File: config.mk
export PLATFORM = sky130hd
export DESIGN_NAME = joystick_average_deadband_map
export DESIGN_NICKNAME = d
export VERILOG_FILES = /design/src/design/jadm_pkg.sv /design/src/design/joystick_average_deadband_map.sv /design/src/design/jadm_lane.sv /design/src/design/jadm_merge.sv
export SDC_FILE = /design/constraint.sdc
export NUM_CORES = 2
export LEC_CHECK = 0
export BUFFER_PORTS_ARGS = -buffer_cell sky130_fd_sc_hd__buf_4
export CORE_MARGIN = 2
export CORE_UTILIZATION = 59
export DETAILED_ROUTE_END_ITERATION = 10
export PLACE_DENSITY = 0.88
export SETUP_SLACK_MARGIN = 0.1
export SYNTH_ARGS = -nofsm -noshare
export SYNTH_HDL_FRONTEND = slang
export SYNTH_HIERARCHICAL = 1
export SYNTH_SLANG_ARGS = --single-unit
File: constraint.sdc
create_clock -name clock -period 6.6 [get_ports clock]
set_input_delay 0.99 -clock clock [delete_from_list [all_inputs] [get_ports clock]]
set_output_delay 0.99 -clock clock [all_outputs]
set_load 0.005 [all_outputs]
File: src/design/jadm_pkg.sv
// package with constants, types and helpers for the joystick average deadband map
`default_nettype none
package jadm_pkg;

   localparam int CHANNELS     = 4;
   localparam int FRAME_EVENTS = 10;

   localparam int SAMPLE_W = 24;
   localparam int SUM_W    = 27;
   localparam int AXIS_W   = 8;
   localparam int CNT_W    = $clog2(FRAME_EVENTS);
   localparam int NEXT_W   = CNT_W + 1;
   localparam int ENABLE_W = 3;

   localparam int REQ_BITS   = CHANNELS * SAMPLE_W + ENABLE_W;
   localparam int REQ_DATA_W = ((REQ_BITS + 7) / 8) * 8;
   localparam int RSP_BITS   = CHANNELS * AXIS_W;
   localparam int RSP_DATA_W = ((RSP_BITS + 7) / 8) * 8;

   localparam int SCALE_MUL   = 100;
   localparam int SCALE_SHIFT = 24;
   localparam int PROD_W      = SUM_W + 7;
   localparam int VRAW_W      = PROD_W - SCALE_SHIFT;
   localparam int V_W         = 9;

   localparam logic [V_W-1:0] V_MIN       = V_W'(50);
   localparam logic [V_W-1:0] V_MAX       = V_W'(450);
   localparam logic [V_W-1:0] V_CENTER    = V_W'(250);
   localparam logic [V_W-1:0] V_DEAD_LOW  = V_W'(240);
   localparam logic [V_W-1:0] V_DEAD_HIGH = V_W'(260);

   localparam logic [AXIS_W-1:0] AXIS_CENTER = AXIS_W'(128);
   localparam logic [AXIS_W-1:0] AXIS_BASE   = AXIS_W'(127);

   // floor(x/25) for x below 3225 as (x*1311)>>15
   localparam int QX_W     = 12;
   localparam int RECIP_25 = 1311;
   localparam int RECIP_SH = 15;
   localparam int QPROD_W  = QX_W + 11;

   localparam int ENA_PAIR  = 0;
   localparam int ENA_LEFT  = 1;
   localparam int ENA_RIGHT = 2;

   typedef struct packed {
      logic accept;
      logic add;
      logic close;
      logic s2_load;
   } lane_ctrl_type;

   function automatic logic lane_enable(input int ch, input logic [ENABLE_W-1:0] ena);
      logic sel;
      if (ch < 2) begin
         sel = ena[ENA_PAIR];
      end else if (ch == 2) begin
         sel = ena[ENA_LEFT];
      end else begin
         sel = ena[ENA_RIGHT];
      end
      return sel;
   endfunction

endpackage
`default_nettype wire

File: src/design/joystick_average_deadband_map.sv
// top level: event counter, channel lanes and result register
// Takes one converter event per cycle. Even-numbered events of a frame add
// their samples into per-channel sums; the closing event of each frame
// (every FRAME_EVENTS events) sends the sums through a scale stage and a
// deadband map stage into the result register. Only closing events can
// stall on a full result path; other events are always taken.
`default_nettype none
module joystick_average_deadband_map
   import jadm_pkg::*;
(
   input  wire logic                  clock,
   input  wire logic                  reset,
   input  wire logic                  req_tvalid,
   output logic                       req_tready,
   // sample_ch0..sample_ch(n-1), enable_pair, enable_left, enable_right
   input  wire logic [REQ_DATA_W-1:0] req_tdata,
   output logic                       rsp_tvalid,
   input  wire logic                  rsp_tready,
   // axis_0, axis_1, axis_2, axis_3
   output logic      [RSP_DATA_W-1:0] rsp_tdata
);

   logic [CNT_W-1:0]  count_ff, count_in;
   logic [NEXT_W-1:0] next;
   logic              closing;
   logic              accept;
   logic              s1_v_ff, s1_v_in;
   logic              s2_v_ff, s2_v_in;
   logic              s1_ready, s2_ready, out_ready;
   logic              s2_load;
   logic [ENABLE_W-1:0] ena;
   lane_ctrl_type     ctrl;
   logic [CHANNELS-1:0][AXIS_W-1:0] axes;

   assign next     = NEXT_W'(count_ff) + NEXT_W'(1);
   assign closing  = next >= NEXT_W'(FRAME_EVENTS);
   assign s2_ready = !s2_v_ff || out_ready;
   assign s1_ready = !s1_v_ff || s2_ready;
   assign req_tready = !closing || s1_ready;
   assign accept   = req_tvalid && req_tready;
   assign s2_load  = s1_v_ff && s2_ready;
   assign ena      = req_tdata[CHANNELS*SAMPLE_W +: ENABLE_W];

   always_comb begin
      ctrl.accept  = accept;
      ctrl.add     = !next[0];
      ctrl.close   = closing;
      ctrl.s2_load = s2_load;
   end

   always_comb begin
      count_in = count_ff;
      if (accept) begin
         count_in = closing ? '0 : next[CNT_W-1:0];
      end
      s1_v_in = s1_v_ff;
      if (accept && closing) begin
         s1_v_in = 1'b1;
      end else if (s2_ready) begin
         s1_v_in = 1'b0;
      end
      s2_v_in = s2_v_ff;
      if (s2_load) begin
         s2_v_in = 1'b1;
      end else if (out_ready) begin
         s2_v_in = 1'b0;
      end
   end

   always_ff @(posedge clock) begin
      if (reset) begin
         count_ff <= '0;
         s1_v_ff  <= 1'b0;
         s2_v_ff  <= 1'b0;
      end else begin
         count_ff <= count_in;
         s1_v_ff  <= s1_v_in;
         s2_v_ff  <= s2_v_in;
      end
   end

   for (genvar ch = 0; ch < CHANNELS; ch++) begin : g_lane
      jadm_lane u_lane (
         .clock  (clock),
         .reset  (reset),
         .sample (req_tdata[ch*SAMPLE_W +: SAMPLE_W]),
         .enable (lane_enable(ch, ena)),
         .ctrl   (ctrl),
         .axis   (axes[ch])
      );
   end

   jadm_merge u_merge (
      .clock      (clock),
      .reset      (reset),
      .load_valid (s2_v_ff),
      .axes       (axes),
      .load_ready (out_ready),
      .rsp_tvalid (rsp_tvalid),
      .rsp_tready (rsp_tready),
      .rsp_tdata  (rsp_tdata)
   );

endmodule
`default_nettype wire

File: src/design/jadm_lane.sv
// one channel lane: running sum, scale and clamp, deadband mapping
`default_nettype none
module jadm_lane
   import jadm_pkg::*;
(
   input  wire logic                clock,
   input  wire logic                reset,
   input  wire logic [SAMPLE_W-1:0] sample,
   input  wire logic                enable,
   input  wire lane_ctrl_type       ctrl,
   output logic      [AXIS_W-1:0]   axis
);

   logic [SUM_W-1:0]   sum_ff, sum_in;
   logic [SUM_W-1:0]   acc;
   logic [SUM_W-1:0]   fin_ff;
   logic               en1_ff;
   logic [V_W-1:0]     v_ff;
   logic               en2_ff;
   logic [PROD_W-1:0]  prod;
   logic [VRAW_W-1:0]  v_raw;
   logic [V_W-1:0]     v_clamp;
   logic [QX_W-1:0]    qx;
   logic [QPROD_W-1:0] qprod;
   logic [AXIS_W-1:0]  q;

   assign acc = sum_ff + (ctrl.add ? SUM_W'(sample) : '0);

   always_comb begin
      sum_in = sum_ff;
      if (ctrl.accept) begin
         sum_in = ctrl.close ? '0 : acc;
      end
   end

   always_ff @(posedge clock) begin
      if (reset) begin
         sum_ff <= '0;
      end else begin
         sum_ff <= sum_in;
      end
   end

   // frame close and scale stages
   always_ff @(posedge clock) begin
      if (ctrl.accept && ctrl.close) begin
         fin_ff <= acc;
         en1_ff <= enable;
      end
      if (ctrl.s2_load) begin
         v_ff   <= v_clamp;
         en2_ff <= en1_ff;
      end
   end

   assign prod  = PROD_W'(fin_ff) * PROD_W'(SCALE_MUL);
   assign v_raw = prod[PROD_W-1:SCALE_SHIFT];

   always_comb begin
      if (v_raw > VRAW_W'(V_MAX)) begin
         v_clamp = V_MAX;
      end else if (v_raw < VRAW_W'(V_MIN)) begin
         v_clamp = V_MIN;
      end else begin
         v_clamp = v_raw[V_W-1:0];
      end
   end

   // deadband map
   always_comb begin
      if (v_ff > V_CENTER) begin
         qx = QX_W'({v_ff - V_CENTER, 4'b0000});
      end else begin
         qx = QX_W'({V_CENTER - v_ff, 4'b0000}) + QX_W'(24);
      end
      qprod = QPROD_W'(qx) * QPROD_W'(RECIP_25);
      q     = qprod[RECIP_SH +: AXIS_W];
      if (!en2_ff) begin
         axis = AXIS_CENTER;
      end else if (v_ff > V_DEAD_LOW && v_ff < V_DEAD_HIGH) begin
         axis = AXIS_CENTER;
      end else if (v_ff > V_CENTER) begin
         axis = AXIS_BASE + q;
      end else begin
         axis = AXIS_CENTER - q;
      end
   end

endmodule
`default_nettype wire

File: src/design/jadm_merge.sv
// output register that gathers the lane results into one transfer
`default_nettype none
module jadm_merge
   import jadm_pkg::*;
(
   input  wire logic                             clock,
   input  wire logic                             reset,
   input  wire logic                             load_valid,
   input  wire logic [CHANNELS-1:0][AXIS_W-1:0]  axes,
   output logic                                  load_ready,
   output logic                                  rsp_tvalid,
   input  wire logic                             rsp_tready,
   output logic      [RSP_DATA_W-1:0]            rsp_tdata
);

   logic                  out_v_ff, out_v_in;
   logic [RSP_DATA_W-1:0] data_ff;

   assign load_ready = !out_v_ff || rsp_tready;

   always_comb begin
      out_v_in = out_v_ff;
      if (load_ready) begin
         out_v_in = load_valid;
      end
   end

   always_ff @(posedge clock) begin
      if (reset) begin
         out_v_ff <= 1'b0;
      end else begin
         out_v_ff <= out_v_in;
      end
   end

   always_ff @(posedge clock) begin
      if (load_valid && load_ready) begin
         data_ff <= RSP_DATA_W'(axes);
      end
   end

   assign rsp_tvalid = out_v_ff;
   assign rsp_tdata  = data_ff;

endmodule
`default_nettype wire
Word-level counts from Yosys, hierarchy flattened
Cells that the tools add are included.
W data, S select, Z words.

storage, ports and cells
  memories = 0
  RAM bits = 0
  input bits = 108
  output and inout bits = 34
  bits in read-only memories = 0
  latch bits = 0
  register bits after elaboration = 297
  word-level logic and storage cells = 138

operators by class
  $lt $le $gt $ge = 21
  shifts and indexed selects = 0
  equality and inequality tests = 0
  add/subtract/negate cells = 25
  divide/modulo/power cells = 0
  mux-type cells = 25
  $mul = 8
  bitwise logic cells = 3
  reductions and logical operators = 26

operator list
  kind                      count
  $mul A27 B5 Y32 const B   4
  $add A27 B27 Y27          4
  $mux W27                  4
  $mux W24                  4
  $mul A12 B11 Y23 const B  4
  $gt A9 B8 Y1 const B      8
  $sub A8 B8 Y8 const A     8
  $add A12 B5 Y12 const B   4
  $mux W12                  4
  $gt A10 B9 Y1 const B     4
  $lt A10 B6 Y1 const B     4
  $lt A9 B9 Y1 const B      4
  $mux W9                   4
  $add A7 B8 Y8 const A     4
  $mux W8                   4
  $sub A8 B8 Y8 const B     4
  $reduce_or A2 Y1          8
  $logic_and A1 B1 Y1       8
  $add A4 B1 Y5 const B     1
  $ge A5 B4 Y1 const B      1
  $logic_not A1 Y1          4
  $logic_or A1 B1 Y1        4
  $mux W1                   4
  $mux W4                   1
  2 further kinds           5

Longest topological paths before layout
  word-level depth = 8
  mapped depth = 32
  depth with buffers taken out = 32

By module
Netlist, hierarchy kept.

modules (own cells, without submodules)
  module                         times used  area an instance (µm²)  cells each
  jadm_lane at g_lane[3].u_lane  1           9330.2                  1066
  jadm_lane at g_lane[0].u_lane  1           9034.9                  1014
  jadm_lane at g_lane[2].u_lane  1           9029.9                  1029
  jadm_lane at g_lane[1].u_lane  1           8808.4                  992
  jadm_merge                     1           1016.0                  37
  joystick_average_deadband_map  1           359.1                   38

Least setup slack after synthesis
OpenSTA, ideal clock, no wires.

  path kind = register to register
  start point = reg g_lane[3].u_lane.v_ff[1]
  end point = reg u_merge.data_ff[30], in the netlist u_merge/rsp_tdata[30] (data pin)
  buffers on the path = 0
  arrival = 6.745 ns
  path slack = -0.412 ns
  stages on the path, launching flop included = 27
  path through = edfxtp_1 > ha_1 > nand2b_1 > nand2_1 > xor2_1 > and4_1 > xnor2_1 > a21oi_1 > xnor2_1 > xor2_1 > ha_1 > ha_1 > ha_1 > fa_1 > inv_1 > fa_1 > inv_1 > ha_1 > and3_1 > and2_0 > a211o_1 > o41ai_4 > xnor2_1 > or2_1 > or4_1 > a21oi_1 > nor3_1

on the way
  cells in the longest elaborated chain, start to end = 6
  elaborated cells between the ends (all ways) = 13
  classes of those cells = add/sub (5); mul (1); order compare (3); mux (2); reduce/logical (2)

RTL lines
  item                                            line                              source
  from (decl)                                     jadm_lane.sv:18                   logic [V_W-1:0] v_ff;
  from (signal assigned)                          jadm_lane.sv:51                   v_ff <= v_clamp;
  $sub A8 B8 Y8                                   jadm_lane.sv:74                   qx = QX_W'({V_CENTER - v_ff, 4'b0000}) + QX_W'(24);
  $add A12 B5 Y12                                 jadm_lane.sv:74
  $mux W12                                        jadm_lane.sv:71                   if (v_ff > V_CENTER) begin
  $mul A12 B11 Y23                                jadm_lane.sv:76                   qprod = QPROD_W'(qx) * QPROD_W'(RECIP_25);
  $sub A8 B8 Y8 or $add A7 B8 Y8 (tied branches)  jadm_lane.sv:85, jadm_lane.sv:83
  $mux W8                                         jadm_lane.sv:82                   end else if (v_ff > V_CENTER) begin
  to (signal assigned)                            jadm_merge.sv:38                  data_ff <= RSP_DATA_W'(axes);
  to (decl)                                       jadm_merge.sv:17                  logic [RSP_DATA_W-1:0] data_ff;

Parallel ways exist; a longest one is shown, timed or not.
A chain may end at the register's enable or synchronous reset.

Worst setup path after layout
Ends and elaborated chain as after synthesis.

==> metrics.md <==
| Metric | Value |
|---|---|
| Outcome | finished with violations |
| Failing checks | negative setup slack |
| Worst setup path startpoint | g_lane[3].u_lane/v_ff[1]$_SDFFCE_PP1P_ |
| Number of synthesized flops with an enable pin | 184 |
| Clk sinks | 299 |
| DRC viols | 0 |
| Worst reg2reg setup slack | -0.29 ns |
| Synth Flop Type | edfxtp_1 |
| Cell variety after synth | 118 |
| Worst-Skew Late Latency | 0.59 ns |
| Routed wire length | 88600 um |
| Fin crit share | 104% |
| Syn Nets | 5222 |
| WHS Path Cells | 0 |
| Clock Tree Buf Depth | 3 |
| Hold WS | 0.417 ns |
| Number of max-cap violations | 0 |
| Detail Route Antenna Nets | 0 |
| Max-slew violations | 0 |
| Measured slew at the worst slew-check pin | 1.14 ns |
| Final hold vios | 0 |
| Critical Path AT | 7.19 ns |
| Routed via count | 30500 |
| Synth-to-layout area growth | 15.5% |
| Top Ports | 142 |
| Setup violators final | 9 |
| Syn avg cell area | 9.00 um^2 |
| Clock buffer count from CTS | 37 |
| CTS tree | built |
| Placed insts | 5162 |
| Async set or reset register ratio after synthesis | 0% |
| RR Endpoint | u_merge/rsp_tdata[30]$_DFFE_PP_ |
| Worst vdd ir | 185 uV |
| RSZ-0062 raised after global routing | yes |
| Top cell type's share of synthesized area | 25.6% |
| Root Driver | clkbuf_16 |
| Largest net degree at the start of global routing | 79 |
| Drt first-iter violations | 1729 |
| Share of cells above drive strength 1 | 14.8% |
| Total track usage | 24.7% |
| Remaining global-route overflow | 0 |
| Die Y | 256 um |
| First-pass GRT wire length | 139000 um |
| Hold endpoint | g_lane[1].u_lane/en2_ff$_DFFE_PP_ |
| Vias in the first global route | 30500 |
| Initial antenna violation count | 1 |
| Cell Area, Placed | 40200 um^2 |
| DR pass1 iterations | 7 |
| Post-synth top cells | ha_1 (770), inv_1 (710), a21oi_1 (269) |
| Most frequent cell after synthesis | ha_1 |
| Hold buffers post-CTS | 0 |
| FP Rows | 92 |
| Port bufs | 136 |
| Filler cells | 4260 |
| Crit end category | register |
| Vias/cell | 5.77 |
| Fin cells | 5289 |
| Area leader, netlist | ha_1 |
| Nets | 5459 |
| Synth warn | 6 |
| Worst EP required | 6.90 ns |
| H-tree depth | 2 |
| Synthesized flop and latch total | 299 |
| Synth Instances | 4176 |
| Startpoint types | register |
| GP Congestion | 0.894 |
| WL/cell | 16.8 um |
| Worst setup margin | -0.292 ns |
| Static Leak | 21.4 nW |
| Tmin final | 6.89 ns |
| Die area | 65700 um^2 |
| Post-DP HPWL | 62900 um |
| Mapped cell area | 37600 um^2 |
| Hold Path Origin | g_lane[1].u_lane/en1_ff$_DFFE_PP_ |
| Hold/Removal Path Class | reg2reg |
| Core footprint | 63000 um^2 |
| Power Density | 109 nW/um^2 |
| Worst flop-to-flop path startpoint | g_lane[3].u_lane/v_ff[1]$_SDFFCE_PP1P_ |
| Starting density of the core | 59.7% |
| Slew HR | 23.9% |
| Die X-Extent | 256 um |
| Type of the worst setup path | reg2reg |
| Reg2Reg Depth | 27 |
| CP max FO | 4 |
| Clock Skew | 0.0297 ns |
| Finished layout cell area | 43400 um^2 |
| Clock-pin slew on the worst setup and hold paths | 0.06 ns |
| Highest Clock Rate | 145 MHz |
| Register area share after synthesis | 20.8% |
| Top cells by area, synth | ha_1 (26%), edfxtp_1 (15%), fa_1 (8.9%) |
## per-layer routing
metal	vias to the layer above	share of wire (%)	global-route usage, %
met1	14500	41	30.0
met2	847	50	44.7
li1	14800	-	-
met4	2	4.0	8.93
met3	292	4.9	3.39
met5	-	0.014	0
## repair_timing
action | 4_1_cts | 5_1_grt
setup buffers | 28 | 31
gates resized for setup | 69 | 188
pin swaps | 63 | 129
endpoints found under the setup margin | 19 | 28
## flip-flops by register name, indices dropped and copies added, names as in the netlist
name	count
u_merge/rsp_tdata	32
count_ff	4
s2_v_ff	1
g_lane.u_lane/v_ff	36
g_lane.u_lane/en1_ff	4
g_lane.u_lane/fin_ff	108
s1_v_ff	1
g_lane.u_lane/en2_ff	4
u_merge/rsp_tvalid	1
g_lane.u_lane/sum_ff	108
## placed cells by master (no fill, tap or decap), types with 41 or more instances in the layout
master     count
nor3_1        48
nand3_1       57
edfxtp_1     184
nand2b_1      53
dfxtp_1      114
clkbuf_16     41
xnor2_1      157
fa_1         168
a21oi_1      257
xor2_1        98
buf_4        282
ha_1         721
inv_1        685
o21ai_0       95
and2_1       117
nor2_1       246
nor2b_1       90
a21o_1        81
nand2_1      154
## final cells by class
cell class | instances | area [um^2] | area share, %
repair buffers | 294 | 2270 | 5.24
diodes | 1 | 2.50 | 0.00577
flip-flops and latches | 299 | 7830 | 18.0
well taps | 846 | 1060 | 2.44
inverters | 712 | 2680 | 6.18
multi-input cells | 3069 | 28200 | 65.0
clock buffers | 44 | 1050 | 2.41
clock inverters | 24 | 297 | 0.683
## per-stage QoR
stage,setup slack [ns],TNS (ns),power [W],util (%)
CTS,0.0731,0,0.00478,66.9
floorplan,0.0392,0,0.00239,-
detailed placement,-0.158,-0.785,0.00253,63.9
finish,-0.292,-0.717,0.00474,68.9
global route,-0.435,-4.17,0.00491,68.9
global placement,0.0138,0,0.00251,63.9
## cell families after synthesis
logic type               count (synthesis)  share of synthesized area, %
AO/OA/AOI/OAI                          806                          14.6
XOR/XNOR                               295                          7.05
adder cells (fa/ha/maj)                942                          34.7
buffers and inverters                  808                          8.11
flip-flops                             299                          20.8
multiplexers                            19                         0.533
AND/OR/NAND/NOR                       1007                          14.2
## worst max-delay path by stage
stage	cells past startpoint	slack (ns)	to
after floorplan	26	0.04	u_merge/rsp_tdata[30]$_DFFE_PP_
after global placement	26	0.01	u_merge/rsp_tdata[30]$_DFFE_PP_
after detailed placement	26	-0.16	u_merge/rsp_tdata[7]$_DFFE_PP_
after CTS	28	0.07	u_merge/rsp_tdata[7]$_DFFE_PP_
after global routing	28	-0.44	u_merge/rsp_tdata[30]$_DFFE_PP_
final	27	-0.29	u_merge/rsp_tdata[30]$_DFFE_PP_
## where the power goes
group,internal (W),leakage (nW),switching [W]
Clock,0.00132,0.647,0.000919
Sequential,0.00202,2.62,0.0000245
Combinational,0.000201,18.2,0.000261
Total,0.00354,21.4,0.00120
## critical path, stage by stage, from the launching register on
cell and delay [ns]:
edfxtp_1 0.48, ha_4 0.21, nor2b_4 0.13, buf_4 0.13, nor3_2 0.24, xnor2_1 0.19
nand3_2 0.14, xor2_2 0.19, a21oi_2 0.22, xor2_2 0.21, buf_4 0.16, ha_4 0.21
ha_4 0.28, ha_4 0.20, fa_1 0.52, inv_1 0.07, fa_1 0.49, inv_2 0.05
ha_4 0.21, and3_4 0.18, and2_4 0.15, a211o_4 0.35, o41ai_4 0.38, xnor2_2 0.12
or2_4 0.26, or4_4 0.58, a21oi_4 0.19, nor3_2 0.06
(Power assumes the default switching activity.)
